## src/hw/rtl/exact_rational_alu_assert.svh

```systemverilog
// Assertion macros shared by the exact rational ALU RTL.
// Included by the modules that carry concurrent checks.
`ifndef EXACT_RATIONAL_ALU_ASSERT_SVH
`define EXACT_RATIONAL_ALU_ASSERT_SVH
// Implication checked on every rising clock edge outside reset.
`define ERA_ASSERT_IMP(lbl, clk, rstn, ante, cons, msg) \
  lbl: assert property (@(posedge clk) disable iff (!rstn) (ante) |-> (cons)) \
    else $error(msg);
// Next-cycle implication.
`define ERA_ASSERT_NXT(lbl, clk, rstn, ante, cons, msg) \
  lbl: assert property (@(posedge clk) disable iff (!rstn) (ante) |=> (cons)) \
    else $error(msg);
`endif

```

## src/hw/rtl/era_pkg.sv

```systemverilog
// Package for the exact rational ALU: operation and status codes.
// No dependencies.
`default_nettype none
package era_pkg;
  typedef enum logic [1:0] {
    OP_ADD = 2'd0,
    OP_SUB = 2'd1,
    OP_MUL = 2'd2,
    OP_DIV = 2'd3
  } op_e;

  localparam logic [1:0] ST_OK   = 2'd0;
  localparam logic [1:0] ST_DIV0 = 2'd1;
  localparam logic [1:0] ST_OVF  = 2'd2;

  // Command to the shared unit.
  typedef struct packed {
    logic start;
    logic is_mul;
  } unit_cmd_t;
endpackage
`default_nettype wire

```

## src/hw/rtl/exact_rational_alu.sv

```systemverilog
// Top level of the exact rational ALU: stream ports and operation sequencer.
// Depends on era_pkg, era_unit and exact_rational_alu_assert.svh.
//
// One beat in, one beat out. Each item runs through a sequencer that drives a
// single shared bit-serial multiply/divide unit. Multiply and divide take two
// unit uses; add and subtract with unequal denominators take three products
// plus a Euclidean GCD where each remainder step is one unit use, then two
// reducing divides when the GCD exceeds one; equal denominators skip the
// products. The special cases (zero operands, except zero minus a nonzero b)
// skip the unit. The input is not ready while an item is in flight; the result
// sits in an output register, so the next beat can be taken while a finished
// result waits downstream.
`default_nettype none
`include "exact_rational_alu_assert.svh"
module exact_rational_alu #(
  parameter int OPERAND_WIDTH = 32
) (
  input  wire logic         clk_i,
  input  wire logic         rst_ni,
  input  wire logic         s_axis_tvalid,
  output logic              s_axis_tready,
  // tdata: a_num[31:0], a_den[63:32], b_num[95:64], b_den[127:96]
  input  wire logic [127:0] s_axis_tdata,
  // tuser: req_type[1:0]
  input  wire logic [1:0]   s_axis_tuser,
  output logic              m_axis_tvalid,
  input  wire logic         m_axis_tready,
  // tdata: res_num[63:0], res_den[127:64], status[129:128], zero fill up
  output logic [135:0]      m_axis_tdata
);
  localparam int W = OPERAND_WIDTH;
  localparam logic [3:0] S_IDLE = 4'd0, S_P1 = 4'd1, S_P2 = 4'd2, S_P3 = 4'd3,
                         S_ADD = 4'd4, S_GCD = 4'd5, S_RD1 = 4'd6,
                         S_RD2 = 4'd7, S_OUT = 4'd8, S_MD2 = 4'd9;

  logic [3:0]  st_q, st_d;
  logic [1:0]  op_q, op_d;
  logic        an_q, an_d, bn_q, bn_d, neg_q, neg_d;
  logic [63:0] am_q, am_d, bm_q, bm_d, ad_q, ad_d, bd_q, bd_d;
  logic [63:0] t1_q, t1_d, t2_q, t2_d, gx_q, gx_d, gy_q, gy_d;
  logic [63:0] mag_q, mag_d, den_q, den_d;
  logic        ov_q, ov_d, wait_q, wait_d;
  logic [135:0] out_q, out_d;
  logic [135:0] tdata_q, tdata_d;
  logic        ov_valid_q, ov_valid_d;
  era_pkg::unit_cmd_t cmd;
  logic [63:0] ux, uy, up, ur;
  logic        ubusy;

  era_unit u_unit (.clk_i, .rst_ni, .cmd_i(cmd), .x_i(ux), .y_i(uy),
                   .busy_o(ubusy), .p_o(up), .r_o(ur));

  // split a W-bit numerator field into sign and magnitude
  function automatic logic [64:0] split(input logic [31:0] raw);
    logic [W-1:0] x;
    logic [W-1:0] m;
    x = raw[W-1:0];
    m = x[W-1] ? (~x + 1'b1) : x;
    return {x[W-1], {(64-W){1'b0}}, m};
  endfunction

  function automatic logic [63:0] twos(input logic n, input logic [63:0] m);
    return n ? (~m + 64'd1) : m;
  endfunction

  assign s_axis_tready = (st_q == S_IDLE);
  assign m_axis_tvalid = ov_valid_q;
  assign m_axis_tdata  = tdata_q;

  logic [64:0] sa, sb;
  logic [64:0] sum;
  logic        sneg;
  logic [63:0] smag;

  always_comb begin
    st_d = st_q; op_d = op_q; an_d = an_q; bn_d = bn_q; neg_d = neg_q;
    am_d = am_q; bm_d = bm_q; ad_d = ad_q; bd_d = bd_q;
    t1_d = t1_q; t2_d = t2_q; gx_d = gx_q; gy_d = gy_q;
    mag_d = mag_q; den_d = den_q; ov_d = ov_q;
    // stays set from the start cycle until the unit drops busy
    wait_d = wait_q && ubusy;
    out_d = out_q;
    tdata_d = tdata_q;
    ov_valid_d = ov_valid_q && !m_axis_tready;
    cmd = '0; ux = '0; uy = '0;
    sa = '0; sb = '0; sum = '0; sneg = 1'b0; smag = '0;

    unique case (st_q)
      S_IDLE: begin
        if (s_axis_tvalid && s_axis_tready) begin
          sa = split(s_axis_tdata[31:0]);
          sb = split(s_axis_tdata[95:64]);
          op_d = s_axis_tuser;
          an_d = sa[64]; am_d = sa[63:0];
          bn_d = sb[64] ^ (s_axis_tuser == era_pkg::OP_SUB);
          bm_d = sb[63:0];
          ad_d = {{(64-W){1'b0}}, s_axis_tdata[32+W-1:32]};
          bd_d = {{(64-W){1'b0}}, s_axis_tdata[96+W-1:96]};
          // default: a unchanged
          out_d = {6'd0, era_pkg::ST_OK,
                   {{(64-W){1'b0}}, s_axis_tdata[32+W-1:32]},
                   twos(sa[64], sa[63:0])};
          st_d = S_OUT;
          if (s_axis_tuser == era_pkg::OP_ADD && sa[63:0] == '0) begin
            out_d[63:0] = twos(sb[64], sb[63:0]);
            out_d[127:64] = {{(64-W){1'b0}}, s_axis_tdata[96+W-1:96]};
          end else if (sa[63:0] == '0) begin
            if (s_axis_tuser == era_pkg::OP_SUB && sb[63:0] != '0) st_d = S_P1;
          end else if (sb[63:0] == '0) begin
            if (s_axis_tuser == era_pkg::OP_MUL) out_d[63:0] = '0;
            if (s_axis_tuser == era_pkg::OP_DIV)
              out_d = {6'd0, era_pkg::ST_DIV0, 128'd0};
          end else begin
            st_d = S_P1;
          end
          if (st_d == S_P1 && (s_axis_tuser == era_pkg::OP_ADD ||
              s_axis_tuser == era_pkg::OP_SUB) &&
              s_axis_tdata[32+W-1:32] == s_axis_tdata[96+W-1:96]) begin
            t1_d = sa[63:0]; t2_d = sb[63:0];
            den_d = {{(64-W){1'b0}}, s_axis_tdata[32+W-1:32]};
            st_d = S_ADD;
          end
        end
      end
      S_P1: begin // first product
        if (!wait_q && !ubusy) begin
          cmd.start = 1'b1; cmd.is_mul = 1'b1;
          ux = am_q;
          uy = (op_q == era_pkg::OP_MUL) ? bm_q : bd_q;
          wait_d = 1'b1;
        end else if (wait_q && !ubusy) begin
          t1_d = up;
          st_d = (op_q == era_pkg::OP_MUL || op_q == era_pkg::OP_DIV) ? S_MD2 : S_P2;
        end
      end
      S_MD2: begin // second product of multiply/divide
        if (!wait_q && !ubusy) begin
          cmd.start = 1'b1; cmd.is_mul = 1'b1;
          ux = ad_q;
          uy = (op_q == era_pkg::OP_MUL) ? bd_q : bm_q;
          wait_d = 1'b1;
        end else if (wait_q && !ubusy) begin
          out_d = {6'd0, era_pkg::ST_OK, up, twos(an_q ^ bn_q, t1_q)};
          st_d = S_OUT;
        end
      end
      S_P2: begin
        if (!wait_q && !ubusy) begin
          cmd.start = 1'b1; cmd.is_mul = 1'b1;
          ux = bm_q; uy = ad_q; wait_d = 1'b1;
        end else if (wait_q && !ubusy) begin
          t2_d = up; st_d = S_P3;
        end
      end
      S_P3: begin
        if (!wait_q && !ubusy) begin
          cmd.start = 1'b1; cmd.is_mul = 1'b1;
          ux = ad_q; uy = bd_q; wait_d = 1'b1;
        end else if (wait_q && !ubusy) begin
          den_d = up; st_d = S_ADD;
        end
      end
      S_ADD: begin
        ov_d = 1'b0;
        if (an_q == bn_q) begin
          sum = {1'b0, t1_q} + {1'b0, t2_q};
          smag = sum[63:0]; sneg = an_q; ov_d = sum[64];
        end else if (t1_q >= t2_q) begin
          smag = t1_q - t2_q; sneg = an_q;
        end else begin
          smag = t2_q - t1_q; sneg = bn_q;
        end
        if (smag == '0) sneg = 1'b0;
        if ((sneg && smag > 64'h8000000000000000) ||
            (!sneg && smag[63])) ov_d = 1'b1;
        if (ov_d) begin
          out_d = {6'd0, era_pkg::ST_OVF, 128'd0};
          st_d = S_OUT;
        end else begin
          mag_d = smag; neg_d = sneg;
          gx_d = smag; gy_d = den_q; st_d = S_GCD;
        end
      end
      S_GCD: begin
        if (gy_q == '0) begin
          if (gx_q > 64'd1) st_d = S_RD1;
          else begin
            out_d = {6'd0, era_pkg::ST_OK, den_q, twos(neg_q, mag_q)};
            st_d = S_OUT;
          end
        end else if (!wait_q && !ubusy) begin
          cmd.start = 1'b1; ux = gx_q; uy = gy_q; wait_d = 1'b1;
        end else if (wait_q && !ubusy) begin
          gx_d = gy_q; gy_d = ur;
        end
      end
      S_RD1: begin
        if (!wait_q && !ubusy) begin
          cmd.start = 1'b1; ux = mag_q; uy = gx_q; wait_d = 1'b1;
        end else if (wait_q && !ubusy) begin
          mag_d = up; st_d = S_RD2;
        end
      end
      S_RD2: begin
        if (!wait_q && !ubusy) begin
          cmd.start = 1'b1; ux = den_q; uy = gx_q; wait_d = 1'b1;
        end else if (wait_q && !ubusy) begin
          out_d = {6'd0, era_pkg::ST_OK, up, twos(neg_q, mag_q)};
          st_d = S_OUT;
        end
      end
      S_OUT: begin
        // move into the output register once it is free or draining
        if (!ov_valid_q || m_axis_tready) begin
          tdata_d = out_q;
          ov_valid_d = 1'b1; st_d = S_IDLE;
        end
      end
      default: st_d = S_IDLE;
    endcase
  end

  always_ff @(posedge clk_i or negedge rst_ni) begin
    if (!rst_ni) begin
      st_q <= S_IDLE; ov_valid_q <= 1'b0; wait_q <= 1'b0;
    end else begin
      st_q <= st_d; ov_valid_q <= ov_valid_d; wait_q <= wait_d;
    end
  end
  always_ff @(posedge clk_i) begin
    op_q <= op_d; an_q <= an_d; bn_q <= bn_d; neg_q <= neg_d;
    am_q <= am_d; bm_q <= bm_d; ad_q <= ad_d; bd_q <= bd_d;
    t1_q <= t1_d; t2_q <= t2_d; gx_q <= gx_d; gy_q <= gy_d;
    mag_q <= mag_d; den_q <= den_d; ov_q <= ov_d; out_q <= out_d;
    tdata_q <= tdata_d;
  end

  `ERA_ASSERT_IMP(a_rdy_idle, clk_i, rst_ni, s_axis_tready, st_q == S_IDLE, "ready outside idle")
  `ERA_ASSERT_NXT(a_hold, clk_i, rst_ni, m_axis_tvalid && !m_axis_tready, $stable(m_axis_tdata), "result changed while stalled")
  `ERA_ASSERT_IMP(a_start_free, clk_i, rst_ni, cmd.start, !ubusy, "unit started while busy")
endmodule
`default_nettype wire

```

## src/hw/rtl/era_unit.sv

```systemverilog
// Shared iterative unit: 64x64 shift-add multiply or 64-bit restoring divide.
// One bit per cycle. Depends on era_pkg.
`default_nettype none
module era_unit (
  input  wire logic              clk_i,
  input  wire logic              rst_ni,
  input  wire era_pkg::unit_cmd_t cmd_i,
  input  wire logic [63:0]       x_i,
  input  wire logic [63:0]       y_i,
  output logic                   busy_o,
  output logic [63:0]            p_o,  // product low or quotient
  output logic [63:0]            r_o   // remainder
);
  logic        busy_q, busy_d, mul_q, mul_d;
  logic [6:0]  cnt_q, cnt_d;
  logic [63:0] acc_q, acc_d, x_q, x_d, y_q, y_d;
  logic [64:0] trial;

  always_comb begin
    busy_d = busy_q; mul_d = mul_q; cnt_d = cnt_q;
    acc_d = acc_q; x_d = x_q; y_d = y_q;
    trial = '0;
    if (cmd_i.start) begin
      busy_d = 1'b1; mul_d = cmd_i.is_mul; cnt_d = 7'd0;
      acc_d = '0; x_d = x_i; y_d = y_i;
    end else if (busy_q) begin
      if (mul_q) begin
        if (x_q[0]) acc_d = acc_q + y_q;
        x_d = {1'b0, x_q[63:1]};
        y_d = {y_q[62:0], 1'b0};
      end else begin
        // acc is remainder, x shifts into quotient
        trial = {acc_q, x_q[63]} - {1'b0, y_q};
        if (!trial[64]) begin
          acc_d = trial[63:0];
          x_d = {x_q[62:0], 1'b1};
        end else begin
          acc_d = {acc_q[62:0], x_q[63]};
          x_d = {x_q[62:0], 1'b0};
        end
      end
      cnt_d = cnt_q + 7'd1;
      if (cnt_q == 7'd63) busy_d = 1'b0;
    end
  end

  always_ff @(posedge clk_i or negedge rst_ni) begin
    if (!rst_ni) begin
      busy_q <= 1'b0; cnt_q <= '0; mul_q <= 1'b0;
    end else begin
      busy_q <= busy_d; cnt_q <= cnt_d; mul_q <= mul_d;
    end
  end
  always_ff @(posedge clk_i) begin
    acc_q <= acc_d; x_q <= x_d; y_q <= y_d;
  end

  assign busy_o = busy_q;
  assign p_o = mul_q ? acc_q : x_q;
  assign r_o = acc_q;
endmodule
`default_nettype wire

```

## config.mk

```make
export PLATFORM = sky130hd
export DESIGN_NAME = exact_rational_alu
export DESIGN_NICKNAME = d
export VERILOG_FILES = /design/src/hw/rtl/era_pkg.sv /design/src/hw/rtl/exact_rational_alu.sv /design/src/hw/rtl/era_unit.sv
export VERILOG_INCLUDE_DIRS = /design/src /design/src/hw/rtl
export SDC_FILE = /design/constraint.sdc
export NUM_CORES = 2
export LEC_CHECK = 0
export BUFFER_PORTS_ARGS = -buffer_cell sky130_fd_sc_hd__buf_2
export CELL_PAD_IN_SITES_DETAIL_PLACEMENT = 1
export CELL_PAD_IN_SITES_GLOBAL_PLACEMENT = 2
export CORE_AREA = 2 2 288 575
export CTS_CLUSTER_SIZE = 30
export DETAILED_ROUTE_END_ITERATION = 12
export DIE_AREA = 0 0 290 577
export PLACE_DENSITY_LB_ADDON = 0.12
export SYNTH_ARGS = -nofsm -noshare
export SYNTH_HDL_FRONTEND = slang
export SYNTH_SLANG_ARGS = --single-unit
```

## constraint.sdc

```tcl
create_clock -name clk_i -period 19.1 [get_ports clk_i]
set_clock_uncertainty 0.15 [all_clocks]
set_input_delay 1.91 -clock clk_i [delete_from_list [all_inputs] [get_ports clk_i]]
set_output_delay 1.91 -clock clk_i [all_outputs]
set_load 0.01 [all_outputs]
```

=== Word level (Yosys, flattened, before mapping) ===
Index checks and enable logic that the tools add are counted.

* $add $sub $neg: 12
* $lt $le $gt $ge: 3
* Equal/unequal tests: 43
* Mux-type cells: 119
* Bitwise logic cells: 9
* Reductions and logical operators: 52

{| class="wikitable"
|+ Operator list
! kind !! number
|-
| $mux W64 || 40
|-
| $mux W136 || 10
|-
| $pmux W64 S2 || 6
|-
| $pmux W64 S6 || 2
|-
| $pmux W136 S5 || 1
|-
| $mux W32 || 10
|-
| $add A64 B1 Y64 const B || 4
|-
| $mux W129 || 1
|-
| $logic_not A64 Y1 || 2
|-
| $mux W128 || 1
|-
| $not A32 Y64 || 2
|-
| $not A64 Y64 || 2
|-
| $sub A64 B64 Y64 || 2
|-
| $mux W4 || 23
|-
| $add A64 B64 Y65 || 1
|-
| $sub A65 B64 Y65 || 1
|-
| $add A32 B1 Y32 const B || 2
|-
| $add A64 B64 Y64 || 1
|-
| $ge A64 B64 Y1 || 1
|-
| $gt A64 B1 Y1 const B || 1
|-
| $gt A64 B64 Y1 const B || 1
|-
| $logic_not A32 Y1 || 2
|-
| $not A32 Y32 || 2
|-
| $ne A2 B2 Y1 const B || 22
|-
| other kinds (36) || 98
|}

* Bits in registers: 996
* Output and inout port bits: 138
* Logic and storage cells: 263

=== Depth between registers and ports, before layout ===
* Depth after elaboration: 16
* Gate-level depth with buffers: 21
* Mapped depth without buffers: 17

=== Modules after synthesis ===
A second synthesis with hierarchy kept.

* Cells, all modules: 7,790
* Area total of the unflattened synthesis: 69,775.7 µm²

{| class="wikitable"
|+ By module, submodules not included
! module !! instances !! cells each !! area each (µm²) !! sequential area each (µm²)
|-
| exact_rational_alu || 1 || 5,583 || 51,983.6 || 23,482.5
|-
| era_unit || 1 || 2,207 || 17,792.1 || 5,350.1
|}

=== Worst setup path before layout ===
Ideal clock, no wire load.

* Path type: input -> register
* Start point: input port m_axis_tready
* End point: register tdata_q[0] (netlist: m_axis_tdata[0]) (enable)
* Library setup time: 0.938 ns
* Data arrival time: 14.195 ns
* Setup slack: 3.818 ns
* Stages: 2
* Path buffers: 0
* Cell sequence: nor2b_1 > nor4_1

* Word-level cells in the longest chain between the ends: 2

{| class="wikitable"
|+ Ends and longest elaborated chain
! item !! RTL line !! RTL
|-
| from (decl) || exact_rational_alu.sv:27 || <nowiki>input wire logic m_axis_tready,</nowiki>
|-
| $logic_or A1 B1 Y1 || exact_rational_alu.sv:214 || <nowiki>if (!ov_valid_q || m_axis_tready) begin</nowiki>
|-
| $reduce_and A2 Y1 (no line) || - ||
|-
| to (signal assigned) || exact_rational_alu.sv:235 || <nowiki>tdata_q <= tdata_d;</nowiki>
|-
| to (decl) || exact_rational_alu.sv:44 || <nowiki>logic [135:0] tdata_q, tdata_d;</nowiki>
|}

Every way passes these cells.
A chain may end at the register's enable or synchronous reset.

=== Worst setup path in the final report ===
* Start point: register t1_q[46]
* End point: register gy_q[60] (enable)

* Word-level cells in the longest chain between the ends: 14
* Elaborated cells on any way between the ends: 22

{| class="wikitable"
|+ Ends and longest elaborated chain
! item !! RTL line !! RTL
|-
| from (decl) || exact_rational_alu.sv:40 || <nowiki>logic [63:0] t1_q, t1_d, t2_q, t2_d, gx_q, gx_d, gy_q, gy_d;</nowiki>
|-
| from (signal assigned) || exact_rational_alu.sv:233 || <nowiki>t1_q <= t1_d; t2_q <= t2_d; gx_q <= gx_d; gy_q <= gy_d;</nowiki>
|-
| branches (longest 10 deep; another with $sub A64 B64 Y64) || - ||
|-
| $mux W1 * || exact_rational_alu.sv:174 || <nowiki>if ((sneg && smag > 64'h8000000000000000) ||</nowiki>
|-
| $mux W1 * || exact_rational_alu.sv:88 || <nowiki>unique case (st_q)</nowiki>
|-
| $ne A2 B2 Y1 (no line) * || - ||
|-
| $reduce_and A5 Y1 (no line) * || - ||
|-
| to (signal assigned) || exact_rational_alu.sv:233 ||
|-
| to (decl) || exact_rational_alu.sv:40 ||
|}

Mark *: on every way between the ends. The select of a mux whose other input is x is not followed.

==> results.sh <==
export IMPL_multi_input_area_um2=35100
export IMPL_cts_resized_gates=0
export IMPL_vias=61500
export IMPL_initial_core_util=0.407
export IMPL_syn2layout_area_growth_pct=10.7
export IMPL_critPathCaptureType="flip-flop"
export IMPL_synth_seq_cells=984
export IMPL_core_area_um2=163000
export IMPL_numPortBuffers=265
export IMPL_grt_pass1_vias=62700
export IMPL_timing_final_ws_setup_ns=10.13
export IMPL_cts_root_buf="clkbuf_16"
export IMPL_stdcell_count=9379
export IMPL_place_gp_congestion=1.03
export IMPL_dr_pass1_iters=9
export IMPL_cts_buffers=97
export IMPL_worst_slew_pin_slew_ns=1.35
export IMPL_dp_cells=9188
export IMPL_cp_start_kind="flip-flop"
export IMPL_tns_ns=0
export IMPL_cts_hold_buf=0
export IMPL_fmax_ghz=0.112
export IMPL_status="finished, final reports clean"
export IMPL_hold_viol_final=0
export IMPL_fp_dieW_um=290
export IMPL_syn_avg_cell_area_um2=9.40
export IMPL_synth_edf_count=905
export IMPL_hold_class="flip-flop to flip-flop"
export IMPL_ys_types=99
export IMPL_drive_above_1_share=0.102
export IMPL_yosysSeqAreaShare=0.434
export IMPL_maxCapViolations=0
export IMPL_crit_fanout=128
export IMPL_dieArea_um2=167000
export IMPL_setup_worst_path_class="flip-flop to flip-flop"
export IMPL_final_nets=7636
export IMPL_cts_tree="done"
export IMPL_track_usage=0.381
export IMPL_cp_arrival_ns=9.16
export IMPL_vias_per_cell=6.56
export IMPL_clk_latency_ns=0.76
export IMPL_rsz0062_at_grt="false"
export IMPL_finalCritPeriodShare=0.469
export IMPL_drc=0
export IMPL_slew_viol_final=0
export IMPL_clk_pin_slew_worst_paths_ns=0.08
export IMPL_grt_pass1_wl_um=463000
export IMPL_chipHeight_um=577
export IMPL_post_cts_buffers=0
export IMPL_layout_commonest_cell="edfxtp_1"
export IMPL_wirelength_um=328000
export IMPL_clockBufferDepth=3
export IMPL_io_pins=272
export IMPL_preCtsSetupSlack_ns=10.36
export IMPL_dp_hpwl_um=256000
export IMPL_antenna_found_initial=20
export IMPL_async_reset_ff_frac=0.0152
export IMPL_netlist_area_um2=66500
export IMPL_regArea_um2=28800
export IMPL_setup_viol_count_final=0
export IMPL_synth_warnings=0
export IMPL_synth_area_leader_cell="edfxtp_1"
export IMPL_overflow=0
export IMPL_drt_iter0_markers=6167
export IMPL_grt_max_degree=159
export IMPL_layout_common_cells="905 x edfxtp_1, 688 x nand2_1, 680 x a21oi_1, 611 x nor2_1, 496 x o21ai_0"
export IMPL_post_drt_wl_per_cell_um=34.9
export IMPL_final_util=0.451
export IMPL_synth_flop_cell="edfxtp_1"
export IMPL_crit_required_ns=19.29
export IMPL_netlist_instances=7072
export IMPL_period_minus_slack_ns=8.97
export IMPL_htreeDepth=3
export IMPL_rows=210
export IMPL_synth_top_area_share=0.409
export IMPL_slew_limit_headroom=0.102
export IMPL_cts_sinks=984
export IMPL_netlist_top_cells_area="edfxtp_1 41%, ha_1 6.2%, a21oi_1 5.1%, xnor2_1 4.0%, nand2_1 3.9%"
export IMPL_fillers=18500
export IMPL_ant_nets=0
[layer usage]
layer  up-vias  global-route usage  wire [µm]
li1      26800                   -          -
met1     31300               0.451     124000
met2      2688               0.674     163000
met3       701              0.0402      18800
met4        14               0.214      21400
met5         -                   0         89
[sequential cells by signal, indices dropped and copies added, names as in the netlist, 2 cells and up]
register      flops
bd_q             32
op_q              2
am_q             32
out_q           130
t2_q             64
m_axis_tdata    130
st_q              4
bm_q             32
ad_q             32
den_q            64
gx_q             64
u_unit.r_o       64
mag_q            64
gy_q             64
u_unit.y_q       64
u_unit.x_q       64
u_unit.cnt_q      7
t1_q             64
[area by class of cell]
class	count	share of cell area
timing repair buffer	390	0.0311
tap	2120	0.0360
clock buffer	121	0.0362
inverter	364	0.0186
sequential	984	0.392
clock inverter	62	0.00882
antenna	8	0.000272
multi-input combinational	5330	0.477
[kinds of logic (layout without fill, tap and decap cells)]
kind of cell | Yosys count | in the layout | synth area share
compound gates | 2348 | 2348 | 0.234
simple gates | 2037 | 2037 | 0.141
flops | 984 | 984 | 0.434
buf+inv | 763 | 937 | 0.0441
xor+xnor | 446 | 446 | 0.0587
fa+ha+maj | 335 | 335 | 0.0636
mux | 158 | 158 | 0.0248
other cells | 1 | 14 | 0.0000564
[cells in the mapped netlist, drive strengths merged (17+ instances only)]
cell type,instances
a211oi,58
a21o,102
a21oi,685
a221o,18
a221oi,115
a222oi,127
a22oi,32
a31oi,66
a41oi,38
and2,23
and3,25
buf,67
clkbuf,332
dfxtp,64
edfxtp,905
ha,330
inv,364
mux2,56
mux2i,102
nand2,695
nand2b,45
nand3,104
nand4,85
nor2,625
nor2b,80
nor3,105
nor4,96
o211a,17
o211ai,60
o21a,57
o21ai,509
o21bai,89
o221ai,63
o22ai,29
o31ai,91
o41ai,30
or2,33
or3,58
or4,26
xnor2,302
xor2,144
[through the flow]
stage | hold WS (ns) | cell area, µm²
floorplan | 0.250 | 66500
global placement | 0.253 | 70300
detailed placement | 0.256 | 70300
CTS | 0.266 | 73600
global route | 0.271 | 73600
finish | 0.261 | 73600
[final timing paths]
| path | startpoint | to | slack [ns] | cells after the start |
|---|---|---|---|---|
| setup / recovery | t1_q[46] | gy_q[60] | 10.13 | 19 |
| hold / removal | out_q[121] | m_axis_tdata[121] | 0.26 | 0 |
| min in group asynchronous | rst_ni | wait_q | 0.96 | 1 |
| setup reg to reg | t1_q[46] | gy_q[60] | 10.13 | 19 |
| max in group asynchronous | rst_ni | u_unit.mul_q | 17.49 | 1 |
| hold reg to reg | out_q[121] | m_axis_tdata[121] | 0.26 | 0 |
[worst max-delay path: stages (launching register included)]
cell,delay [ns]
edfxtp_1,0.61
inv_1,0.13
ha_1,0.70
nand4_1,0.28
nor3_2,0.44
and3_1,0.32
and3_1,0.45
o21a_1,0.20
buf_4,0.44
nor2_4,0.06
buf_4,0.28
o311ai_0,0.70
and3_1,0.27
o2111ai_1,0.22
or4b_1,0.60
or4b_1,0.60
or4_1,0.58
o31a_1,0.42
a22oi_2,0.26
buf_12,0.62
Power is not shown: default switching activity piles up to over one toggle a cycle in this logic, so the estimate is an artifact.
